<file path="config.mk">
export PLATFORM = sky130hd
export DESIGN_NAME = bbl_ram
export DESIGN_NICKNAME = d
export VERILOG_FILES = /design/src/bbl_ram.sv
export SDC_FILE = /design/constraint.sdc
export NUM_CORES = 1
export LEC_CHECK = 0
export ABC_AREA = 1
export BUFFER_PORTS_ARGS = -buffer_cell sky130_fd_sc_hd__buf_4
export CORE_ASPECT_RATIO = 0.8
export CORE_MARGIN = 2
export CORE_UTILIZATION = 60
export CTS_CLUSTER_SIZE = 28
export DETAILED_ROUTE_END_ITERATION = 16
export HOLD_SLACK_MARGIN = 0.05
export PLACE_DENSITY = 0.88
export SYNTH_ARGS = -nofsm -noshare
export SYNTH_HDL_FRONTEND = slang
export SYNTH_SLANG_ARGS = --single-unit
</file>
<file path="constraint.sdc">
create_clock -name i_clk -period 2.68 [get_ports i_clk]
set_clock_uncertainty 0.15 [all_clocks]
set_input_delay 0.536 -clock i_clk [delete_from_list [all_inputs] [get_ports i_clk]]
set_output_delay 0.536 -clock i_clk [all_outputs]
set_load 0.1 [all_outputs]
</file>
<file path="src/bbl_ram.sv">
module bbl_ram #(
    parameter int unsigned WIDTH = 8,
    parameter int unsigned DEPTH = 32
) (
    input  logic                     i_clk,
    input  logic                     i_we,
    input  logic [$clog2(DEPTH)-1:0] i_waddr,
    input  logic [WIDTH-1:0]         i_wdata,
    input  logic                     i_re,
    input  logic [$clog2(DEPTH)-1:0] i_raddr,
    output logic [WIDTH-1:0]         o_rdata
);
    logic [WIDTH-1:0] r_mem [DEPTH];
    logic [WIDTH-1:0] r_rdata;

    always_ff @(posedge i_clk) begin
        if (i_we) begin
            r_mem[i_waddr] <= i_wdata;
        end
        if (i_re) begin
            r_rdata <= r_mem[i_raddr];
        end
    end

    assign o_rdata = r_rdata;
endmodule

</file>
==> out/metrics.cfg <==
[worst_hold_path]
hold_path_end = o_rdata[5]$_DFFE_PP_
min_path_type = in2reg
holdPathStages = 1
min_from = i_re

[critical_path]
slowest_delay_ns = 0.47
r2r_cells = 8
crit_path_end_kind = output port
critical_path.slowest_cell = edfxtp_1
critical_path_arrival_ns = 1.32
rrSetupSlack_ns = 1.20
cp_num_buf_inv = 1
worstReg2RegEnd = o_rdata[3]$_DFFE_PP_
cp.required_ns = 1.99
r2r_start = r_mem[9][3]$_DFFE_PP_
crit_fanout = 1
crit_chain = buf_4
startpoint_type = flop
worstSetupPathType = reg2out
crit_family = flip-flops

[yosys]
yosys.area.top_type = edfxtp_1
yosys_warnings = 0
yosysMostFrequentCell = nand2_1
synth_area_leaders = edfxtp_1, nand2_1, nand3_1
ys_ff_latch = 264
netlist_instances = 922
yosysUniqueCellTypes = 11
synth-edff-count = 264
synth_seq_area_share_pct = 73.0
syn_area_sq_mm = 0.0109
synth_common_cells = nand2_1, edfxtp_1, nand3_1
synth_flop_cell = edfxtp_1
syn_nets = 943
yosysTopAreaCellShare_pct = 73.0
async_flop_share_pct = 0
synth.avg_cell_area_sq_um = 11.8

[place]
hpwl_mm = 13.8
portBuffers = 28
place.gp.congestion = 0.805

[power]
swShare_pct = 22.4
peakVddDrop_mv = 0.652
power_density_mw_per_mm2 = 702
p_clk_share_pct = 38.0
p_leak_uw = 0.00450
internal_power_uw = 6540
p_comb_share_pct = 7.2
p_sw_uw = 1890
p_seq_share_pct = 54.8

[global_routing]
grt.overflow.total = 0
grt_first_pass_wirelength_mm = 37.4
grt_usage_pct = 25.3
gr-usage-met3_pct = 3.62
use_met1_pct = 35.5
use_met2_pct = 41.9
grt_max_degree = 129
grt_pass1_vias = 6864
antenna_found_initial = 0
grt-busiest-layer = met2

[sta]
slew_violations = 0
max_freq_mhz = 498
rsz0062_at_grt = false
finalSetupTns_ns = 0
max_slew.worst_pin.slew_ns = 0.674
hold_slack_ns = 0.215
hold_viol = 0
fin_crit_sh_pct = 74.9
period_minus_slack_ns = 2.01
slew_headroom_pct = 55.0
setup_viol = 0

[final_layout]
drive_gt1_share_pct = 10.3
nNetsFinal = 985
fillers = 1205
antenna_cells = 0
syn2layout_area_growth_pct = 10.6

[floorplan]
core-area_sq_mm = 0.0175
fp.dieW_um = 154
pin_count = 29
initial_core_util_pct = 62.0
dieArea_sq_mm = 0.0192
die_h_um = 124
fp-row-count = 43

[routing]
dr_total_vias = 7166
routedWlPerCell_um = 20.1
ant_nets = 0
drc = 0
first_pass_iters = 7
vias_per_cell = 5.94
drt_iter0_markers = 1059
wl_mm = 24.2

[flow_run]
max_cap_viol_count = 0

[clocking]
cts_made_buffers = 24
holdBufCountCts = 0
cts-root-buf = clkbuf_16
cts_max_level = 1
cts.sinks = 264
ctsResizeCount = 0
postCtsSetupRepairBufs = 0
insertion_delay_ns = 0.52
path_clk_slew_ns = 0.07
cts_tree = built
cts_buffer_depth = 3

[status]
status = finished, final reports clean

## cell families after synthesis
group | after synthesis | synth area share (%)
and+or+nand+nor | 596 | 22.9
buffers and inverters | 62 | 4.11
DFF | 264 | 73.0
## power groups by stage
stage               Clock, uW  Sequential, uW  Combinational [uW]
global route             3370            4630                 663
detailed placement          0            4710                 599
floorplan                   0            4780                 331
finish                   3200            4620                 608
CTS                      3230            4620                 606
global placement            0            4710                 581
## metrics by stage
stage	cells	utilization, %	power [uW]	setup slack [ns]	instance area, sq um
6_report	1206	68.5	8430	0.672	12000
5_1_grt	1206	68.5	8650	0.676	12000
4_1_cts	1206	68.5	8460	0.689	12000
3_5_place_dp	1163	64.4	5310	0.447	11300
3_3_place_gp	1163	64.4	5290	0.492	11300
2_1_floorplan	922	-	5120	0.960	10900
## layout make-up
type / count / area [sq um] / area share, %
Clock buffer: 28 / 637 / 5.30
Clock inverter: 15 / 88.8 / 0.739
Inverter: 10 / 38.8 / 0.323
Multi-Input combinational cell: 596 / 2490 / 20.7
Sequential cell: 264 / 7930 / 66.0
Tap cell: 225 / 282 / 2.34
Timing Repair Buffer: 68 / 548 / 4.56
## registers in the layout, indices dropped and copies added, names as in the netlist
register  cells
r_mem       256
o_rdata       8
## worst max-delay path by stage
stage | from | to | slack, ns | depth (start not counted)
after floorplan | i_waddr[0] | r_mem[0][0]$_DFFE_PP_ | 0.96 | 3
after global placement | i_raddr[0] | o_rdata[4]$_DFFE_PP_ | 0.49 | 11
after detailed placement | i_raddr[0] | o_rdata[3]$_DFFE_PP_ | 0.45 | 11
after CTS | o_rdata[1]$_DFFE_PP_ | o_rdata[1] | 0.69 | 1
after global routing | o_rdata[1]$_DFFE_PP_ | o_rdata[1] | 0.68 | 1
final | o_rdata[1]$_DFFE_PP_ | o_rdata[1] | 0.67 | 1
## metal layers
layer	vias up	wire (um)
met3	57	2200
met4	0	681
met5	-	0
met2	393	11900
li1	3292	-
met1	3424	9410
## placed cells by master (no fill, tap or decap), drive strengths merged
| master | count |
|---|---|
| nand2 | 360 |
| edfxtp | 264 |
| nand3 | 204 |
| buf | 68 |
| nor2 | 32 |
| clkbuf | 28 |
| clkinv | 15 |
| inv | 9 |
| bufinv | 1 |
No activity file was read; power rests on OpenSTA's default activity.
