File: src/bbl_pkg.sv
package bbl_pkg;

    localparam int unsigned HASH_W = 64;
    localparam int unsigned SIZE_W = 24;
    localparam int unsigned CODE_W = 8;
    localparam int unsigned TICK_W = 32;
    localparam int unsigned TOTAL_W = 32;
    localparam int unsigned BUDGET_W = 12;
    localparam int unsigned MIB_SHIFT = 20;
    localparam logic [BUDGET_W-1:0] BUDGET_RESET = 12'd256;

    typedef enum logic [1:0] {
        KIND_LOOKUP  = 2'd0,
        KIND_READY   = 2'd1,
        KIND_FAILED  = 2'd2,
        KIND_REBUILD = 2'd3
    } t_kind;

    typedef enum logic [1:0] {
        ST_MISSING = 2'd0,
        ST_READY   = 2'd1,
        ST_FAILED  = 2'd2
    } t_status;

    typedef struct packed {
        logic [HASH_W-1:0] hash;
        logic [HASH_W-1:0] check;
        logic              ready;
        logic [CODE_W-1:0] reason;
        logic [SIZE_W-1:0] size;
        logic [TICK_W-1:0] tick;
    } t_entry;

    typedef struct packed {
        logic [1:0]        status;
        logic [CODE_W-1:0] failure_out;
        logic              collision;
        logic              evicted;
        logic [HASH_W-1:0] evicted_hash;
    } t_result;

    typedef struct packed {
        logic   match_found;
        t_entry match_entry;
        logic   free_found;
        logic   old_found;
        t_entry old_entry;
    } t_scan;

endpackage

File: src/bbl_scan.sv
module bbl_scan #(
    parameter int unsigned ENTRIES = 32
) (
    input  logic                       i_clk,
    input  logic                       i_clr,
    input  logic                       i_en,
    input  logic [$clog2(ENTRIES)-1:0] i_idx,
    input  logic                       i_vld,
    input  bbl_pkg::t_entry            i_data,
    input  logic [63:0]                i_hash,
    input  logic                       i_trim,
    output bbl_pkg::t_scan             o_scan,
    output logic [$clog2(ENTRIES)-1:0] o_match_idx,
    output logic [$clog2(ENTRIES)-1:0] o_free_idx,
    output logic [$clog2(ENTRIES)-1:0] o_old_idx
);
    import bbl_pkg::*;

    localparam int unsigned IW = $clog2(ENTRIES);

    t_scan         r_scan;
    logic [IW-1:0] r_match_idx;
    logic [IW-1:0] r_free_idx;
    logic [IW-1:0] r_old_idx;
    logic          w_cand;
    logic          w_older;

    assign w_cand  = i_vld && (i_data.ready || !i_trim);
    assign w_older = !r_scan.old_found || (i_data.tick < r_scan.old_entry.tick);

    always_ff @(posedge i_clk) begin
        if (i_clr) begin
            r_scan.match_found <= 1'b0;
            r_scan.free_found  <= 1'b0;
            r_scan.old_found   <= 1'b0;
        end else if (i_en) begin
            if (i_vld && i_data.hash == i_hash && !r_scan.match_found) begin
                r_scan.match_found <= 1'b1;
                r_scan.match_entry <= i_data;
                r_match_idx        <= i_idx;
            end
            if (!i_vld && !r_scan.free_found) begin
                r_scan.free_found <= 1'b1;
                r_free_idx        <= i_idx;
            end
            if (w_cand && w_older) begin
                r_scan.old_found <= 1'b1;
                r_scan.old_entry <= i_data;
                r_old_idx        <= i_idx;
            end
        end
    end

    assign o_scan      = r_scan;
    assign o_match_idx = r_match_idx;
    assign o_free_idx  = r_free_idx;
    assign o_old_idx   = r_old_idx;
endmodule

File: config.mk
export PLATFORM = sky130hd
export DESIGN_NAME = bbl_scan
export DESIGN_NICKNAME = d
export VERILOG_FILES = /design/src/bbl_pkg.sv /design/src/bbl_scan.sv
export SDC_FILE = /design/constraint.sdc
export NUM_CORES = 1
export LEC_CHECK = 0
export BUFFER_PORTS_ARGS = -buffer_cell sky130_fd_sc_hd__buf_2
export CAP_MARGIN = 20
export CORE_AREA = 2 2 259 261
export DETAILED_ROUTE_END_ITERATION = 12
export DIE_AREA = 0 0 261 263
export HOLD_SLACK_MARGIN = 0.03
export PLACE_DENSITY_LB_ADDON = 0.1
export SYNTH_ARGS = -nofsm -noshare
export SYNTH_HDL_FRONTEND = slang
export SYNTH_SLANG_ARGS = --single-unit
File: constraint.sdc
create_clock -name i_clk -period 35.6 [get_ports i_clk]
set_input_delay 5.34 -clock i_clk [delete_from_list [all_inputs] [get_ports i_clk]]
set_output_delay 5.34 -clock i_clk [all_outputs]
set_load 0.03 [all_outputs]
==> results by group <==
Status
  • Status: completed

CTS
  • Hold Buf Count CTS: 0
  • CTS tree: done
  • Reg clk slew, reported paths: about 0.060 ns
  • Clock buffer depth: 3
  • Post-CTS Setup Inserts: 0
  • Post-CTS Resized: 0
  • Root Driver: clkbuf_16
  • Total CTS buffers: 48
  • H-tree levels: 2
  • Clock latency on the worst-skew pair: about 0.58 ns
  • CTS Sinks: around 400

Flow run
  • Max-Cap Viols: 0

Critical path
  • Crit. End Element: register
  • FF-to-FF path depth: 10
  • Critical R2R Capture: o_scan[71]
  • Reg2Reg Setup Slack: between 30 and 40 ns
  • Crit-path max FO: 57
  • Worst-path cell chain: buf_2, ha_1, a21o_1, a21o_1, a21oi_1, o211ai_1, a2111o_1, nor2_4, buf_4, buf_4
  • Reg-to-reg critical path startpoint: o_scan[25]
  • CP max stage cell: buf_4
  • Critical path class: input port to register
  • Crit path required time: between 30 and 40 ns
  • Arr. time, crit path: about 9.2 ns
  • Worst setup SP type: input port
  • CP peak stage delay: 0.77 ns

STA
  • Hold Fails Final Rpt: 0
  • Post-Route Setup TNS: 0 ns
  • Minimum clock period after layout: 9.00 ns
  • RSZ-0062 raised after global routing: no
  • Worst-Margin Slew: ~1.3 ns
  • Slew headroom: about 14%
  • Fin. max-slew vios: 0
  • Final setup viols: 0
  • Tcrit/Tclk final: around 25%
  • Fmax: around 110 MHz
  • Clock Skew: about 0.018 ns

Synthesis
  • Gate Count Post-Synth: 614
  • Synth warn: 0
  • Top cell type's share of synthesized area: just under 90%
  • Seq/Total Area, Yosys: slightly below 90%
  • Count of cell types in the netlist: 26
  • Syn_nets: a little over 900
  • Seq cells post-synth: ~400
  • Top post-synthesis cells by area: edfxtp_1 88%, xor2_1 3.0%, ha_1 2.8%, inv_1 1.0%, xnor2_1 0.83%
  • Mapped cell area: between 10000 and 15000 sq um
  • Post-Syn Area per Cell: approximately 22 sq um
  • Leading area contributor after synthesis: edfxtp_1

Cells and area
  • Finished Core Util: between 30% and 40%
  • Share of cells above drive strength 1: between 50% and 60%
  • Fillers: around 6700
  • Nets: around 1600
  • Non-filler instance count after layout: about 2200
  • Non-Filler Cell Area, Final: roughly 20000 sq um
  • Area grow syn2layout: 44.1%

Power and ir drop
  • Internal: ~0.83 mW
  • Sequential share of power: around half
  • Clock Power Share: roughly 44%
  • Power Density: 53.8 nW/um^2
  • Sw power: roughly 0.23 mW
  • Leakage power: around 8 nW
  • Max VDD drop: 30.2 uV
  • Combinational power share: ~5.4%
  • Tot Pwr: 1.06 mW
  • Sw frac: between 20% and 30%

Die
  • CORE AREA: 65600 sq um
  • I/O pin cnt: 671
  • Die Area: 68600 sq um
  • Die Wd: ~260 um
  • Die Y: around 260 um
  • Row count: 94
  • Initial Utilization: a little over a fifth

Route
  • Wire per inst: 21.1 um
  • Router iterations before antenna repair: 6
  • Routed Wire Length: 47.4 mm
  • Initial drt markers: just under 500
  • Vias post-DR: 8470
  • Remaining antenna violation count after routing: 0
  • Via density: 3.77
  • Post-route DRC: 0

Placement
  • Area after DPL: approximately 18000 sq um
  • Hpwl dp: 36.3 mm
  • Cells after DPL: around 2200
  • Gpl congestion: ~0.80
  • I/O Buffers: 670

Hold path
  • Worst Hold End: o_scan[193]
  • WHS Path Cells: 2
  • HP Start: o_scan[193]
  • Hold Crit Class: register to register

GRT
  • GRT Overall Usage: a little over an eighth
  • Remaining Overflow, GRT: 0
  • Initial antenna violation count: 8
  • First-pass GRT wire length: between 60 and 70 mm
  • Number of global-route vias before repair: approximately 9000
  • Largest net degree at the start of global routing: 141
==> final cells by class <==
class | instances | area (sq um) | share of cell area, %
repair buffers | 677 | 3420 | 17.3
diodes | 7 | 17.5 | 0.0890
well taps | 864 | 1080 | 5.49
inverters | 37 | 139 | 0.705
flip-flops and latches | 404 | 12100 | 61.5
multi-input cells | 173 | 1440 | 7.30
clock buffers | 61 | 1250 | 6.35
clock inverters | 26 | 246 | 1.25
==> flip-flops by register name, summed over array words and instances (netlist names) <==
register / cells
o_scan: 389
o_free_idx: 5
o_match_idx: 5
o_old_idx: 5
==> power by group through the flow <==
stage | sequential (mW) | clock [mW] | combinational, mW
floorplan | 0.556 | 0 | 0.0123
global placement | 0.542 | 0 | 0.0590
detailed placement | 0.542 | 0 | 0.0594
CTS | 0.532 | 0.491 | 0.0595
global route | 0.532 | 0.506 | 0.0630
finish | 0.532 | 0.470 | 0.0578
==> cells in the mapped netlist, drive strengths merged <==
cell type	count
nor4	14
nand2b	3
o221ai	1
edfxtp	401
inv	37
a221o	1
ha	31
a21oi	15
a21o	9
nor2	5
a221oi	1
dfxtp	3
nor3	3
o21ai	3
nand2	6
nand4	11
xnor2	13
a2111oi	1
xor2	48
o211ai	1
nand3	5
a2111o	2
==> critical path: cells and delay by family <==
| family | cells | cell delay (ns) |
|---|---|---|
| fa+ha+maj | 1 | 0.30 |
| buf+inv | 3 | 1.62 |
| compound gates | 5 | 1.09 |
| simple gates | 1 | 0.74 |
==> routing by layer <==
metal,wire length (um),global-route usage [%],up-vias
met5,36,0,-
met4,1310,4.53,6
met3,4810,5.22,87
met2,24300,23.7,405
met1,16900,13.8,4102
li1,-,-,3870
==> placed cells by master (no fill, tap or decap), types with 3 or more instances in the layout <==
cell type  count
buf_4          5
nand3_1        4
bufinv_16      4
dfxtp_1        3
nor4_1        13
nand2_1        6
a21oi_1       15
clkbuf_1      13
nand2b_1       3
clkinv_2       7
xor2_1        47
ha_1          31
clkbuf_16     48
buf_2        671
clkinv_1       9
nor2_1         4
nor3_1         3
inv_1         37
a21o_1         9
diode_2        7
edfxtp_1     401
xnor2_1       13
nand4_1       11
==> cells by family (layout without fill, tap and decap cells) <==
| kind of cell | Yosys count | in the layout | synth area share, % |
|---|---|---|---|
| adders and majority gates | 31 | 31 | 2.84 |
| AOI/OAI and AO/OA | 34 | 34 | 1.64 |
| and+or+nand+nor | 47 | 47 | 1.96 |
| DFF | 404 | 404 | 88.6 |
| other | 0 | 7 | 0 |
| buffers and inverters | 37 | 801 | 1.02 |
| xor gates and xnor gates | 61 | 61 | 3.97 |
==> how the worst max path moves through the flow <==
| stage | startpoint | endpoint | depth (start not counted) |
|---|---|---|---|
| floorplan | i_hash[40] | o_match_idx[0] | 5 |
| global placement | i_data[164] | o_scan[329] | 8 |
| detailed placement | i_data[25] | o_scan[39] | 10 |
| CTS | i_data[25] | o_scan[63] | 10 |
| global route | i_data[13] | o_scan[125] | 9 |
| finish | i_data[25] | o_scan[71] | 10 |
==> per-stage QoR <==
step	hold slack (ns)	setup slack (ns)
floorplan	0.586	17.91
global placement	0.480	25.75
detailed placement	0.497	25.86
CTS	0.510	26.50
global route	0.524	26.29
finish	0.501	26.60
Note: power is estimated with default switching activity, not from simulation.
